File: src/rtl/rrrob_pkg.sv
// ----------------------------------------------------------------------------
// rrrob_pkg
// Shared constants, codes and types of the rename and reorder unit.
// ----------------------------------------------------------------------------
package rrrob_pkg;

  localparam int ARCH_REGS  = 32;
  localparam int PREG_MAX   = 64;
  localparam int ROB_DEPTH  = 64;
  localparam int TOTAL_REGS = ARCH_REGS + PREG_MAX;

  localparam int AREG_W = 5;
  localparam int PREG_W = 7;
  localparam int ROB_W  = 6;
  localparam int CNT_W  = 7;
  localparam int PIDX_W = $clog2(PREG_MAX);
  localparam int GRP    = 8;
  localparam int NGRP   = PREG_MAX / GRP;
  localparam int GIDX_W = $clog2(GRP);
  localparam int RENT_W = PREG_W + 3;

  localparam logic [1:0] CMD_DISPATCH = 2'd0;
  localparam logic [1:0] CMD_COMPLETE = 2'd1;
  localparam logic [1:0] CMD_RETIRE   = 2'd2;

  localparam logic [1:0] STALL_NONE = 2'd0;
  localparam logic [1:0] STALL_ROB  = 2'd1;
  localparam logic [1:0] STALL_PREG = 2'd2;

  localparam logic REG_ROB_CAP  = 1'b0;
  localparam logic REG_PREG_CNT = 1'b1;

  localparam logic [1:0] ASEL_SRC1 = 2'd0;
  localparam logic [1:0] ASEL_SRC2 = 2'd1;
  localparam logic [1:0] ASEL_DEST = 2'd2;

  localparam logic [CNT_W-1:0] CFG_RST = CNT_W'(64);
  localparam logic [TOTAL_REGS-1:0] READY_RST = {{PREG_MAX{1'b0}}, {ARCH_REGS{1'b1}}};

  typedef enum logic [2:0] {
    ST_IDLE, ST_DRD1, ST_DRD2, ST_DRD3, ST_DFIN, ST_CFIN, ST_RCHK, ST_RPOP
  } state_t;

  typedef struct packed {
    logic       capture;
    logic       alias_rd;
    logic [1:0] alias_sel;
    logic       search1;
    logic       search2;
    logic       cap_s1;
    logic       cap_s2;
    logic       disp_fin;
    logic       cmpl_fin;
    logic       rt_start;
    logic       rt_read;
    logic       rt_pop;
    logic       rt_fin;
  } ctl_t;

  typedef struct packed {
    logic rt_more;
  } sts_t;

endpackage

File: src/rtl/rrrob_ctrl.sv
// ----------------------------------------------------------------------------
// rrrob_ctrl
// Sequencer of the rename and reorder unit and owner of the result valid.
// ----------------------------------------------------------------------------
module rrrob_ctrl (
  input  logic           clk,
  input  logic           rst,
  input  logic           in_valid,
  input  logic [1:0]     cmd,
  output logic           in_stall,
  output logic           out_valid,
  input  logic           out_stall,
  input  rrrob_pkg::sts_t sts,
  output rrrob_pkg::ctl_t ctl
);
  import rrrob_pkg::*;

  state_t state, state_next;
  logic   out_free;
  logic   load;

  assign out_free = !out_valid || !out_stall;
  assign in_stall = (state != ST_IDLE);
  assign load     = ctl.disp_fin || ctl.cmpl_fin || ctl.rt_fin;

  always_ff @(posedge clk) begin
    if (rst) begin
      state     <= ST_IDLE;
      out_valid <= 1'b0;
    end else begin
      state <= state_next;
      if (load) begin
        out_valid <= 1'b1;
      end else if (!out_stall) begin
        out_valid <= 1'b0;
      end
    end
  end

  always_comb begin
    state_next = state;
    case (state)
      ST_IDLE: begin
        if (in_valid) begin
          case (cmd)
            CMD_DISPATCH: state_next = ST_DRD1;
            CMD_RETIRE:   state_next = ST_RCHK;
            default:      state_next = ST_CFIN;
          endcase
        end
      end
      ST_DRD1: state_next = ST_DRD2;
      ST_DRD2: state_next = ST_DRD3;
      ST_DRD3: state_next = ST_DFIN;
      ST_DFIN: if (out_free) state_next = ST_IDLE;
      ST_CFIN: if (out_free) state_next = ST_IDLE;
      ST_RCHK: begin
        if (sts.rt_more) begin
          state_next = ST_RPOP;
        end else if (out_free) begin
          state_next = ST_IDLE;
        end
      end
      ST_RPOP: state_next = ST_RCHK;
      default: state_next = ST_IDLE;
    endcase
  end

  always_comb begin
    ctl = '0;
    case (state)
      ST_IDLE: begin
        ctl.capture  = in_valid;
        ctl.rt_start = in_valid && (cmd == CMD_RETIRE);
      end
      ST_DRD1: begin
        ctl.alias_rd  = 1'b1;
        ctl.alias_sel = ASEL_SRC1;
        ctl.search1   = 1'b1;
      end
      ST_DRD2: begin
        ctl.alias_rd  = 1'b1;
        ctl.alias_sel = ASEL_SRC2;
        ctl.search2   = 1'b1;
        ctl.cap_s1    = 1'b1;
      end
      ST_DRD3: begin
        ctl.alias_rd  = 1'b1;
        ctl.alias_sel = ASEL_DEST;
        ctl.cap_s2    = 1'b1;
      end
      ST_DFIN: ctl.disp_fin = out_free;
      ST_CFIN: ctl.cmpl_fin = out_free;
      ST_RCHK: begin
        ctl.rt_read = sts.rt_more;
        ctl.rt_fin  = !sts.rt_more && out_free;
      end
      ST_RPOP: ctl.rt_pop = 1'b1;
      default: ctl = '0;
    endcase
  end

  a_busy_stalls: assert property (@(posedge clk) disable iff (rst)
    (state != ST_IDLE) |-> in_stall) else $error("item taken while busy");
  a_one_finish: assert property (@(posedge clk) disable iff (rst)
    $onehot0({ctl.disp_fin, ctl.cmpl_fin, ctl.rt_fin})) else $error("two finishes");
  a_no_overwrite: assert property (@(posedge clk) disable iff (rst)
    (out_valid && out_stall) |-> !load) else $error("waiting result overwritten");
  a_pop_after_read: assert property (@(posedge clk) disable iff (rst)
    ctl.rt_pop |-> $past(ctl.rt_read)) else $error("pop without read");

endmodule

File: src/rtl/rrrob_dp.sv
// ----------------------------------------------------------------------------
// rrrob_dp
// Datapath: alias table, register pool, reorder buffer, settings, result.
// ----------------------------------------------------------------------------
module rrrob_dp (
  input  logic                          clk,
  input  logic                          rst,
  input  rrrob_pkg::ctl_t               ctl,
  output rrrob_pkg::sts_t               sts,
  input  logic [1:0]                    cmd,
  input  logic                          dest_valid,
  input  logic [rrrob_pkg::AREG_W-1:0]  dest_areg,
  input  logic                          src1_valid,
  input  logic [rrrob_pkg::AREG_W-1:0]  src1_areg,
  input  logic                          src2_valid,
  input  logic [rrrob_pkg::AREG_W-1:0]  src2_areg,
  input  logic                          is_branch,
  input  logic                          mispredicted,
  input  logic [rrrob_pkg::ROB_W-1:0]   done_rob_index,
  input  logic                          done_preg_valid,
  input  logic [rrrob_pkg::PREG_W-1:0]  done_preg,
  input  logic                          cfg_we,
  input  logic                          cfg_sel,
  input  logic [rrrob_pkg::CNT_W-1:0]   cfg_wdata,
  output logic [31:0]                   cfg_rdata,
  output logic                          accepted,
  output logic [1:0]                    stall_reason,
  output logic [rrrob_pkg::PREG_W-1:0]  src1_preg,
  output logic [rrrob_pkg::PREG_W-1:0]  src2_preg,
  output logic [rrrob_pkg::PREG_W-1:0]  dest_preg,
  output logic [rrrob_pkg::ROB_W-1:0]   rob_slot,
  output logic [rrrob_pkg::CNT_W-1:0]   retired_count,
  output logic [rrrob_pkg::CNT_W-1:0]   retired_branches,
  output logic                          mispredict_retired,
  output logic [rrrob_pkg::CNT_W-1:0]   rob_occupancy
);
  import rrrob_pkg::*;

  // Captured item.
  logic [1:0]        cmd_q;
  logic              dv_q, s1v_q, s2v_q, br_q, mis_q, dpv_q;
  logic [AREG_W-1:0] da_q, a1_q, a2_q;
  logic [ROB_W-1:0]  di_q;
  logic [PREG_W-1:0] dp_q;

  logic [CNT_W-1:0] rob_capacity, preg_count, cap, pc;

  logic [PREG_W-1:0]     amem [ARCH_REGS];
  logic [ARCH_REGS-1:0]  aval;
  logic [PREG_W-1:0]     amem_q;
  logic                  aval_q;
  logic [AREG_W-1:0]     aidx_q, araddr;
  logic [PREG_W-1:0]     alias_val;
  logic [PREG_W-1:0]     s1_q, s2_q;

  logic [PREG_MAX-1:0]   free_bits;
  logic [TOTAL_REGS-1:0] ready_bits;
  logic [PREG_MAX-1:0]   cand;
  logic [NGRP-1:0]       grp_any;
  logic [GIDX_W-1:0]     grp_idx   [NGRP];
  logic [GIDX_W-1:0]     grp_idx_c [NGRP];
  logic                  found_any, found_any_c;
  logic [PIDX_W-1:0]     found_idx, found_idx_c;
  logic [PREG_W-1:0]     found_preg;

  logic [RENT_W-1:0]     rmem [ROB_DEPTH];
  logic [RENT_W-1:0]     rent_q;
  logic [ROB_DEPTH-1:0]  done_bits;
  logic [ROB_W-1:0]      head, tail, head_inc, tail_inc, off;
  logic [CNT_W-1:0]      used, rcount, rbr;
  logic                  rmis;

  logic full, disp_ok, has_dest;
  logic [PREG_W-1:0] prev, rprev;
  logic rhas, rbranch, rmisp;

  assign cap = (rob_capacity > CNT_W'(ROB_DEPTH)) ? CNT_W'(ROB_DEPTH) : rob_capacity;
  assign pc  = (preg_count > CNT_W'(PREG_MAX)) ? CNT_W'(PREG_MAX) : preg_count;
  assign cfg_rdata = {{(32-CNT_W){1'b0}}, (cfg_sel == REG_PREG_CNT) ? preg_count : rob_capacity};

  assign head_inc = (head == ROB_W'(ROB_DEPTH-1)) ? '0 : head + 1'b1;
  assign tail_inc = (tail == ROB_W'(ROB_DEPTH-1)) ? '0 : tail + 1'b1;
  assign off      = di_q - head;

  assign alias_val  = aval_q ? amem_q : {{(PREG_W-AREG_W){1'b0}}, aidx_q};
  assign found_preg = PREG_W'(ARCH_REGS) + PREG_W'(found_idx);
  assign has_dest   = dv_q;
  assign full       = (used >= cap);
  assign disp_ok    = !full && !(has_dest && !found_any);
  assign prev       = has_dest ? alias_val : '0;
  assign {rprev, rhas, rbranch, rmisp} = rent_q;

  assign sts.rt_more = (used != '0) && done_bits[head] && !rmis;

  always_comb begin
    case (ctl.alias_sel)
      ASEL_SRC1: araddr = a1_q;
      ASEL_SRC2: araddr = a2_q;
      default:   araddr = da_q;
    endcase
  end

  // Lowest free register: groups of eight, then the lowest group.
  always_comb begin
    for (int j = 0; j < PREG_MAX; j++) begin
      cand[j] = free_bits[j] && (CNT_W'(j) < pc);
    end
    for (int g = 0; g < NGRP; g++) begin
      grp_idx_c[g] = '0;
      for (int b = GRP-1; b >= 0; b--) begin
        if (cand[g*GRP+b]) grp_idx_c[g] = GIDX_W'(b);
      end
    end
    found_any_c = |grp_any;
    found_idx_c = '0;
    for (int g = NGRP-1; g >= 0; g--) begin
      if (grp_any[g]) found_idx_c = PIDX_W'(g*GRP) + PIDX_W'(grp_idx[g]);
    end
  end

  always_ff @(posedge clk) begin
    if (ctl.search1) begin
      for (int g = 0; g < NGRP; g++) begin
        grp_any[g] <= |cand[g*GRP +: GRP];
        grp_idx[g] <= grp_idx_c[g];
      end
    end
    if (ctl.search2) begin
      found_any <= found_any_c;
      found_idx <= found_idx_c;
    end
  end

  // Item capture and alias reads.
  always_ff @(posedge clk) begin
    if (ctl.capture) begin
      cmd_q <= cmd;
      dv_q  <= dest_valid;
      da_q  <= dest_areg;
      s1v_q <= src1_valid;
      a1_q  <= src1_areg;
      s2v_q <= src2_valid;
      a2_q  <= src2_areg;
      br_q  <= is_branch;
      mis_q <= is_branch && mispredicted;
      di_q  <= done_rob_index;
      dpv_q <= done_preg_valid;
      dp_q  <= done_preg;
    end
    if (ctl.alias_rd) begin
      amem_q <= amem[araddr];
      aval_q <= aval[araddr];
      aidx_q <= araddr;
    end
    if (ctl.cap_s1) s1_q <= s1v_q ? alias_val : '0;
    if (ctl.cap_s2) s2_q <= s2v_q ? alias_val : '0;
  end

  // Memories.
  always_ff @(posedge clk) begin
    if (ctl.disp_fin && disp_ok && has_dest) begin
      amem[da_q] <= found_preg;
    end
    if (ctl.disp_fin && disp_ok) begin
      rmem[tail] <= {prev, has_dest, br_q, mis_q};
    end
    if (ctl.rt_read) begin
      rent_q <= rmem[head];
    end
  end

  // Control state.
  always_ff @(posedge clk) begin
    if (rst) begin
      rob_capacity <= CFG_RST;
      preg_count   <= CFG_RST;
      aval         <= '0;
      free_bits    <= '1;
      ready_bits   <= READY_RST;
      done_bits    <= '0;
      head         <= '0;
      tail         <= '0;
      used         <= '0;
      rcount       <= '0;
      rbr          <= '0;
      rmis         <= 1'b0;
    end else begin
      if (cfg_we) begin
        if (cfg_sel == REG_PREG_CNT) begin
          preg_count <= cfg_wdata;
        end else begin
          rob_capacity <= cfg_wdata;
        end
      end
      if (ctl.disp_fin && disp_ok) begin
        if (has_dest) begin
          aval[da_q]                      <= 1'b1;
          free_bits[found_idx]            <= 1'b0;
          ready_bits[found_preg]          <= 1'b0;
        end
        done_bits[tail] <= 1'b0;
        tail            <= tail_inc;
        used            <= used + 1'b1;
      end
      if (ctl.cmpl_fin && (cmd_q == CMD_COMPLETE)) begin
        if (dpv_q && (dp_q < PREG_W'(TOTAL_REGS))) begin
          ready_bits[dp_q] <= 1'b1;
        end
        if (CNT_W'(off) < used) begin
          done_bits[di_q] <= 1'b1;
        end
      end
      if (ctl.rt_start) begin
        rcount <= '0;
        rbr    <= '0;
        rmis   <= 1'b0;
      end
      if (ctl.rt_pop) begin
        head   <= head_inc;
        used   <= used - 1'b1;
        rcount <= rcount + 1'b1;
        if (rbranch) rbr <= rbr + 1'b1;
        if (rbranch && rmisp) begin
          rmis       <= 1'b1;
          aval       <= '0;
          free_bits  <= '1;
          ready_bits <= READY_RST;
        end else if (rhas && (rprev >= PREG_W'(ARCH_REGS)) &&
                     (rprev < PREG_W'(TOTAL_REGS))) begin
          free_bits[PIDX_W'(rprev - PREG_W'(ARCH_REGS))] <= 1'b1;
        end
      end
    end
  end

  // Result register.
  always_ff @(posedge clk) begin
    if (ctl.disp_fin || ctl.cmpl_fin || ctl.rt_fin) begin
      accepted           <= 1'b0;
      stall_reason       <= STALL_NONE;
      src1_preg          <= '0;
      src2_preg          <= '0;
      dest_preg          <= '0;
      rob_slot           <= '0;
      retired_count      <= '0;
      retired_branches   <= '0;
      mispredict_retired <= 1'b0;
      rob_occupancy      <= used;
      if (ctl.disp_fin) begin
        if (full) begin
          stall_reason <= STALL_ROB;
        end else if (!disp_ok) begin
          stall_reason <= STALL_PREG;
        end else begin
          accepted      <= 1'b1;
          src1_preg     <= s1_q;
          src2_preg     <= s2_q;
          dest_preg     <= has_dest ? found_preg : '0;
          rob_slot      <= tail;
          rob_occupancy <= used + 1'b1;
        end
      end
      if (ctl.rt_fin) begin
        retired_count      <= rcount;
        retired_branches   <= rbr;
        mispredict_retired <= rmis;
      end
    end
  end

  a_used_range: assert property (@(posedge clk) disable iff (rst)
    used <= CNT_W'(ROB_DEPTH)) else $error("reorder count out of range");
  a_pop_nonempty: assert property (@(posedge clk) disable iff (rst)
    ctl.rt_pop |-> (used != '0)) else $error("pop from empty buffer");
  a_alloc_free: assert property (@(posedge clk) disable iff (rst)
    (ctl.disp_fin && disp_ok && has_dest) |-> free_bits[found_idx])
    else $error("allocated register not free");

endmodule

File: src/rtl/register_rename_reorder_buffer_core.sv
// ----------------------------------------------------------------------------
// register_rename_reorder_buffer_core
// Register rename and reorder unit: dispatch, completion and in-order retire.
// ----------------------------------------------------------------------------
//
//   Channel   Direction  Handshake            Contents
//   input     in         in_valid / in_stall   one command item (cmd and fields)
//   output    out        out_valid / out_stall one result item per command
//   config    in/out     APB psel / penable    rob_capacity at 0, preg_count at 4
//
// In a dispatch the alias table has one read port, so the two
// sources and the old destination mapping are read in turn while a two-stage
// search finds the lowest free physical register. A retire reads each entry it
// pops from the single-port reorder memory before that entry is applied.
// Reset is synchronous; the reorder memory needs no clearing pass. A new item is
// taken while the previous result still waits on a stalled output; the next
// result waits until that register is free.
module register_rename_reorder_buffer_core (
  input  logic                         clk,
  input  logic                         rst,
  input  logic                         in_valid,
  output logic                         in_stall,
  input  logic [1:0]                   cmd,
  input  logic                         dest_valid,
  input  logic [rrrob_pkg::AREG_W-1:0] dest_areg,
  input  logic                         src1_valid,
  input  logic [rrrob_pkg::AREG_W-1:0] src1_areg,
  input  logic                         src2_valid,
  input  logic [rrrob_pkg::AREG_W-1:0] src2_areg,
  input  logic                         is_branch,
  input  logic                         mispredicted,
  input  logic [rrrob_pkg::ROB_W-1:0]  done_rob_index,
  input  logic                         done_preg_valid,
  input  logic [rrrob_pkg::PREG_W-1:0] done_preg,
  output logic                         out_valid,
  input  logic                         out_stall,
  output logic                         accepted,
  output logic [1:0]                   stall_reason,
  output logic [rrrob_pkg::PREG_W-1:0] src1_preg,
  output logic [rrrob_pkg::PREG_W-1:0] src2_preg,
  output logic [rrrob_pkg::PREG_W-1:0] dest_preg,
  output logic [rrrob_pkg::ROB_W-1:0]  rob_slot,
  output logic [rrrob_pkg::CNT_W-1:0]  retired_count,
  output logic [rrrob_pkg::CNT_W-1:0]  retired_branches,
  output logic                         mispredict_retired,
  output logic [rrrob_pkg::CNT_W-1:0]  rob_occupancy,
  input  logic                         psel,
  input  logic                         penable,
  input  logic                         pwrite,
  input  logic [2:0]                   paddr,
  input  logic [31:0]                  pwdata,
  output logic [31:0]                  prdata,
  output logic                         pready
);
  import rrrob_pkg::*;

  ctl_t ctl;
  sts_t sts;
  logic cfg_we;

  // The port never waits; a write lands in the access cycle.
  assign pready = 1'b1;
  assign cfg_we = psel && penable && pwrite && pready;

  // The sequencer walks each command through its steps and owns the
  // result valid flag.
  rrrob_ctrl u_ctrl (
    .clk       (clk),
    .rst       (rst),
    .in_valid  (in_valid),
    .cmd       (cmd),
    .in_stall  (in_stall),
    .out_valid (out_valid),
    .out_stall (out_stall),
    .sts       (sts),
    .ctl       (ctl)
  );

  // The datapath holds all rename and reorder state and the result register.
  rrrob_dp u_dp (
    .clk                (clk),
    .rst                (rst),
    .ctl                (ctl),
    .sts                (sts),
    .cmd                (cmd),
    .dest_valid         (dest_valid),
    .dest_areg          (dest_areg),
    .src1_valid         (src1_valid),
    .src1_areg          (src1_areg),
    .src2_valid         (src2_valid),
    .src2_areg          (src2_areg),
    .is_branch          (is_branch),
    .mispredicted       (mispredicted),
    .done_rob_index     (done_rob_index),
    .done_preg_valid    (done_preg_valid),
    .done_preg          (done_preg),
    .cfg_we             (cfg_we),
    .cfg_sel            (paddr[2]),
    .cfg_wdata          (pwdata[CNT_W-1:0]),
    .cfg_rdata          (prdata),
    .accepted           (accepted),
    .stall_reason       (stall_reason),
    .src1_preg          (src1_preg),
    .src2_preg          (src2_preg),
    .dest_preg          (dest_preg),
    .rob_slot           (rob_slot),
    .retired_count      (retired_count),
    .retired_branches   (retired_branches),
    .mispredict_retired (mispredict_retired),
    .rob_occupancy      (rob_occupancy)
  );

endmodule
File: config.mk
export PLATFORM = sky130hd
export DESIGN_NAME = register_rename_reorder_buffer_core
export DESIGN_NICKNAME = d
export VERILOG_FILES = /design/src/rtl/rrrob_pkg.sv /design/src/rtl/rrrob_ctrl.sv /design/src/rtl/rrrob_dp.sv /design/src/rtl/register_rename_reorder_buffer_core.sv
export SDC_FILE = /design/constraint.sdc
export NUM_CORES = 2
export LEC_CHECK = 0
export BUFFER_PORTS_ARGS = -buffer_cell sky130_fd_sc_hd__buf_2
export CAP_MARGIN = 40
export CORE_MARGIN = 3
export CORE_UTILIZATION = 63
export DETAILED_ROUTE_END_ITERATION = 6
export GPL_ROUTABILITY_DRIVEN = 0
export PLACE_DENSITY = 0.87
export SYNTH_ARGS = -nofsm -noshare
export SYNTH_HDL_FRONTEND = slang
export SYNTH_SLANG_ARGS = --single-unit
File: constraint.sdc
create_clock -name clk -period 7.9 [get_ports clk]
set_input_delay 1.58 -clock clk [delete_from_list [all_inputs] [get_ports clk]]
set_output_delay 1.58 -clock clk [all_outputs]
set_load 0.02 [all_outputs]
Word-level counts from Yosys, hierarchy flattened
Memory sizes are Yosys's and may differ from the RTL's. A register that Yosys moved wholly into a read port is not among the register bits.
Index checks and enable logic that the tools add are counted.
{ "classes": {"n_addsub": 16, "mul": 0, "n_div": 0, "order_cmp": 82, "n_eq_ne": 14, "shift": 0, "mux": 148, "bitwise_logic": 11, "reduce_logical": 116} }
{ "op_table": {"columns": ["cell", "n"], "rows": [
  ["$mux W64", 10],
  ["$lt A6 B7 Y1 const A", 32],
  ["$mux W3", 68],
  ["$and A64 B64 Y64", 2],
  ["$mux W32", 4],
  ["$not A64 Y64", 2],
  ["$or A64 B64 Y64", 2],
  ["$lt A5 B7 Y1 const A", 16],
  ["$mux W7", 15],
  ["$logic_and A1 B1 Y1", 84],
  ["$reduce_or A8 Y1", 9],
  ["$lt A4 B7 Y1 const A", 8],
  ["$mux W6", 9],
  ["$lt A6 B7 Y1 const B", 5],
  ["$or A32 B32 Y32", 1],
  ["$mux W1", 29],
  ["$lt A3 B7 Y1 const A", 4],
  ["$demux W1 S6", 4],
  ["$ge A6 B1 Y1 const B", 4],
  ["$add A7 B1 Y7 const B", 3],
  ["$pmux W3 S7", 1],
  ["$gt A7 B7 Y1 const B", 2],
  ["$lt A1 B7 Y1 const A", 2],
  ["$lt A2 B7 Y1 const A", 2],
  ["43 further kinds", 69]
]} }
{ "totals": {"register_bits": 327, "latchBits": 0, "ramBits": 888, "rom_bits": 0, "inputBits": 78, "word_cells": 432, "n_memories": 3} }
{ "memory_table": {"columns": ["name", "depth", "width", "rd", "rd_ports_with_merged_regs", "write_ports", "line", "source"], "rows": [
  ["u_dp.rmem", 64, 10, 1, 1, 1, "rrrob_dp.sv:66", "logic [RENT_W-1:0] rmem [ROB_DEPTH];"],
  ["u_dp.amem", 32, 7, 1, 1, 1, "rrrob_dp.sv:48", "logic [PREG_W-1:0] amem [ARCH_REGS];"],
  ["u_dp.grp_idx", 8, 3, 8, 0, 8, "rrrob_dp.sv:60", "logic [GIDX_W-1:0] grp_idx [NGRP];"]
]} }

Depth between registers and ports, before layout
{ "logic_depth": {"ltp_word": 13, "mapped_depth": 18, "depth_no_buf": 14} }

Modules after synthesis
From an unflattened synthesis, not the netlist that was laid out.
{ "unflattened": {"cells_unflattened": 3310, "area_unflattened_um2": 51121.5} }
{ "modules_own_cells": {"columns": ["mod", "instances", "cells_each", "area_per_inst_um2", "seq_area_each_um2"], "rows": [
  ["rrrob_dp", 1, 3257, 50757.4, 34793.4],
  ["rrrob_ctrl", 1, 50, 346.6, 80.1],
  ["register_rename_reorder_buffer_core", 1, 3, 17.5, 0.0]
]} }

Worst setup path after synthesis
No wires, ideal clock.
{ "synth_timing": {"path_kind": "in2reg", "startpoint": "input port out_stall", "endpoint": "memory u_dp.rmem[13][0] in the netlist's numbering (enable)", "setup_ns": 0.390, "arrival_time_ns": 3.680, "setup_slack_ns": 3.830, "path_stages": 7, "path_buffers": 2, "path_cell_list": "a21oi_1 > nand2_1 > a2111oi_2 > o211ai_1 > clkbuf_1 > clkbuf_1 > nor3_1"} }
{ "synth_via": {"elab_chain_len": 6} }
{ "synth_rtl": {"columns": ["item", "line", "source"], "rows": [
  ["from (decl)", "register_rename_reorder_buffer_core.sv:36", "input logic out_stall,"],
  ["$logic_not A1 Y1", "rrrob_ctrl.sv:22", "assign out_free = !out_valid || !out_stall;"],
  ["$logic_or A1 B1 Y1", "rrrob_ctrl.sv:22", null],
  ["$mux W1", "rrrob_ctrl.sv:71", "case (state)"],
  ["$logic_and A1 B1 Y1", "rrrob_dp.sv:164", "if (ctl.disp_fin && disp_ok) begin"],
  ["$mux W1", "rrrob_dp.sv:164", null],
  ["$mux W1 (implied by the code)", "rrrob_dp.sv:165", "rmem[tail] <= {prev, has_dest, br_q, mis_q};"],
  ["to (decl)", "rrrob_dp.sv:66", null]
]} }
No other way between the ends.

Final worst setup path
{ "layout_timing": {"startpoint": "register u_dp.rob_capacity[6]", "endpoint": "memory u_dp.rmem[52][9] in the netlist's numbering (enable)"} }
{ "layout_via": {"elab_chain_len": 8} }
{ "layout_rtl": {"columns": ["item", "line", "source"], "rows": [
  ["from (decl)", "rrrob_dp.sv:46", "logic [CNT_W-1:0] rob_capacity, preg_count, cap, pc;"],
  ["from (signal assigned)", "rrrob_dp.sv:192", "rob_capacity <= cfg_wdata;"],
  ["$gt A7 B7 Y1", "rrrob_dp.sv:77", "assign cap = (rob_capacity > CNT_W'(ROB_DEPTH)) ? CNT_W'(ROB_DEPTH) : rob_capacity;"],
  ["$mux W7 (*)", "rrrob_dp.sv:77", null],
  ["$ge A7 B7 Y1 (*)", "rrrob_dp.sv:88", "assign full = (used >= cap);"],
  ["$logic_not A1 Y1 (*)", "rrrob_dp.sv:89", "assign disp_ok = !full && !(has_dest && !found_any);"],
  ["$logic_and A1 B1 Y1 (*)", "rrrob_dp.sv:89", null],
  ["$logic_and A1 B1 Y1 (*)", "rrrob_dp.sv:164", null],
  ["$mux W1 (*)", "rrrob_dp.sv:164", null],
  ["$mux W1 (implied by the code) (*)", "rrrob_dp.sv:165", null]
]} }
Mark *: on every way between the ends. The rest lies on a longest branch, timed or not.

==> impl_metrics.ini <==
[yosys]
yosys.area_share.xor_xnor_pct = 0.2941
synth.distinct_cells = 82
synth-simple-area-share_pct = 7.090
synth.avg_cell_area_um2 = 16.05
synth_top_cell_by_area = edfxtp_1
async_flop_share_pct = 0
synth_top_area_share_pct = 60.49
ys_seq_elements = 1232
synth_edf_count = 1020
synth_common_cells = 1020 x edfxtp_1, 269 x mux4_2, 212 x dfxtp_1
synth_flop_cell = edfxtp_1
synth_compound_area_share_pct = 7.856
synth_most_common_cell = edfxtp_1
synth_top_family_by_area = multiplexers
synthCells = 3154
yosys.area_share.adder_pct = 0.6079
synth_mux_area_share_pct = 13.05
yosys_warnings = 0
synth_area_um2 = 50630
yosysSeqAreaShare_pct = 68.87
netlist_top_cells_area = edfxtp_1 60%, mux4_2 12%, dfxtp_1 8.4%, nand2_1 1.5%, o21ai_0 1.4%

[clock_tree]
root_buffer = clkbuf_16
cts_buffers = 115
post-cts-setup-buffer-count = 0
cts_tree = done
cts_sinks = 1232
insertion_delay_ns = 0.73
clk_pin_slew_worst_paths_ns = 0.06
cts.repair.resized = 0
clockBufferDepth = 3
h-tree-depth = 3
postCtsHoldBufs = 0

[detailed_routing]
wl_per_cell_um = 31.87
remaining_drc_errors = 17
drt_wl_total_um = 142600
ant_nets = 0
dr.pass1.iters = 7
num_vias = 32660
vias_per_cell = 7.300
drtIter0Drc = 5482

[floorplanning]
coreArea_um2 = 79260
die_h_um = 289.5
initial_core_util_pct = 63.89
rows = 103
dieArea_um2 = 83810
chipWidth_um = 289.5
io_pins = 165

[pwr]
peakVddDrop_mv = 0.2590
p_leak_nw = 18.35
p_total_mw = 13.31
power.density_nw_per_um2 = 235.2

[final_layout]
drive_gt1_share_pct = 21.24
syn_to_final_growth_pct = 11.73
nets = 3428
stdcell_area_um2 = 56570

[timing]
fin_tns_setup_ns = 0
slew_viol_final = 0
grt_setup_unrepaired = false
timing.slew.headroom_pct = 31.78
setup_slack_ns = 2.805
skew_ns = 0.07488
fin_crit_sh_pct = 64.50
hold_viol_final = 0
finalCriticalPeriod_ns = 5.095
setup_violations = 0
fmax_mhz = 196.3
tightest_slew_ns = 1.019

[setup_path]
required_ns = 8.19
worstPathArrival_ns = 5.38
critical_path_class = reg -> reg
cp_max_fo = 52
r2r_cells = 11
cp-start-kind = register
cp-end-kind = register

[placed_design]
placed_area_um2 = 52570
post-place-ws_ns = 2.401
place.port_buffers = 103
hpwlAfterDp_um = 84080

[run]
maxCapViolations = 0

[grt]
grt-ovfl-total = 0
grt_usage_pct = 34.21
grt_pass1_wl_um = 209200
first_global_vias = 31670
antenna_found_initial = 9
grt_max_degree = 85

[outcome]
status = finished, violations left
violations = design-rule violations

[min_path]
whs_path_depth = 1
hp-class = reg -> reg
[cell usage in the layout (no fill, tap or decap), types with 8 or more instances in the layout]
master / count
conb_1: 26
nor2b_1: 37
or3_1: 9
o311ai_0: 20
and3_1: 18
o211ai_1: 64
a21o_1: 10
edfxtp_1: 1020
nand3b_1: 13
clkbuf_16: 117
inv_1: 38
dfxtp_1: 209
a22o_1: 38
ha_1: 23
a22oi_1: 31
a32o_1: 8
buf_4: 96
clkinv_1: 26
mux4_2: 269
or2_2: 12
nand3_1: 68
mux2i_1: 14
nor4_1: 8
nor3_1: 69
xnor2_1: 14
clkbuf_1: 37
nor2_1: 181
o2bb2ai_1: 40
nand2b_1: 25
bufinv_16: 9
o41ai_1: 31
o21ai_0: 140
mux2_2: 19
and2_1: 40
a31oi_1: 35
a21oi_1: 97
buf_2: 133
nand2_1: 204
clkinv_2: 11
nand4_1: 24
[report_power, final]
group	internal [mW]	total (mW)	switching, mW
clock	3.09	5.54	2.46
combinational	0.166	0.618	0.452
sequential	7.10	7.15	0.0435
total	10.4	13.3	2.95
[cell type report]
type                            instances  area [µm²]
Timing Repair Buffer                  240        1639
Inverter                               44       165.2
Antenna cell                            2       5.005
Clock buffer                          159        3136
Multi-Input combinational cell       1693       14810
Fill cell                            4401       22690
Tap cell                             1050        1314
Sequential cell                      1232       34880
Clock inverter                         54       624.3
[per-stage QoR]
step	util, %	hold slack, ns	std cells
2_1_floorplan	-	0.4241	3178
3_3_place_gp	65.65	0.4376	4168
3_5_place_dp	66.33	0.4445	4227
4_1_cts	71.08	0.4619	4440
5_1_grt	71.38	0.4713	4474
6_report	71.38	0.4643	4474
[worst max-delay path, cell delays in order, from the launching register on]
cell and delay [ns]:
dfxtp_1 0.35, clkinv_1 0.29, nand2_1 0.19, ha_1 0.29, a21o_1 0.18, a21o_1 0.21
a2111oi_2 0.59, o21ai_2 0.14, clkinv_1 0.07, buf_4 0.47, nand3_1 0.85, nor2_1 1.01
[per-layer routing]
layer	up-vias	wire length [µm]	global-route usage, %
met5	-	72	0
met4	10	10490	18.79
met3	752	18110	8.369
met2	3124	68700	55.68
met1	15860	45220	42.77
li1	12920	-	-
[kinds of logic after synthesis]
group,count (synthesis)
fa+ha+maj,24
compound gates,574
buf+inv,253
xor+xnor,17
simple gates,742
other cells,2
mux,310
flops,1232
[sequential cells by signal, indices dropped and copies added, names as in the netlist, 8 cells and up]
register / count
u_dp.grp_any: 8
u_dp.done_bits: 64
u_dp.free_bits: 64
u_dp.amem: 224
u_dp.aval: 32
u_dp.rmem: 640
u_dp.grp_idx: 24
u_dp.rent_q: 10
[worst paths after layout]
kind	from	to	slack (ns)
min reg2reg	u_dp.done_bits[15]	u_dp.done_bits[15]	0.46
max	u_dp.rob_capacity[6]	u_dp.rmem[52][9]	2.80
max reg2reg	u_dp.rob_capacity[6]	u_dp.rmem[52][9]	2.80
min	u_dp.done_bits[15]	u_dp.done_bits[15]	0.46
No activity file was read; power rests on OpenSTA's default activity.
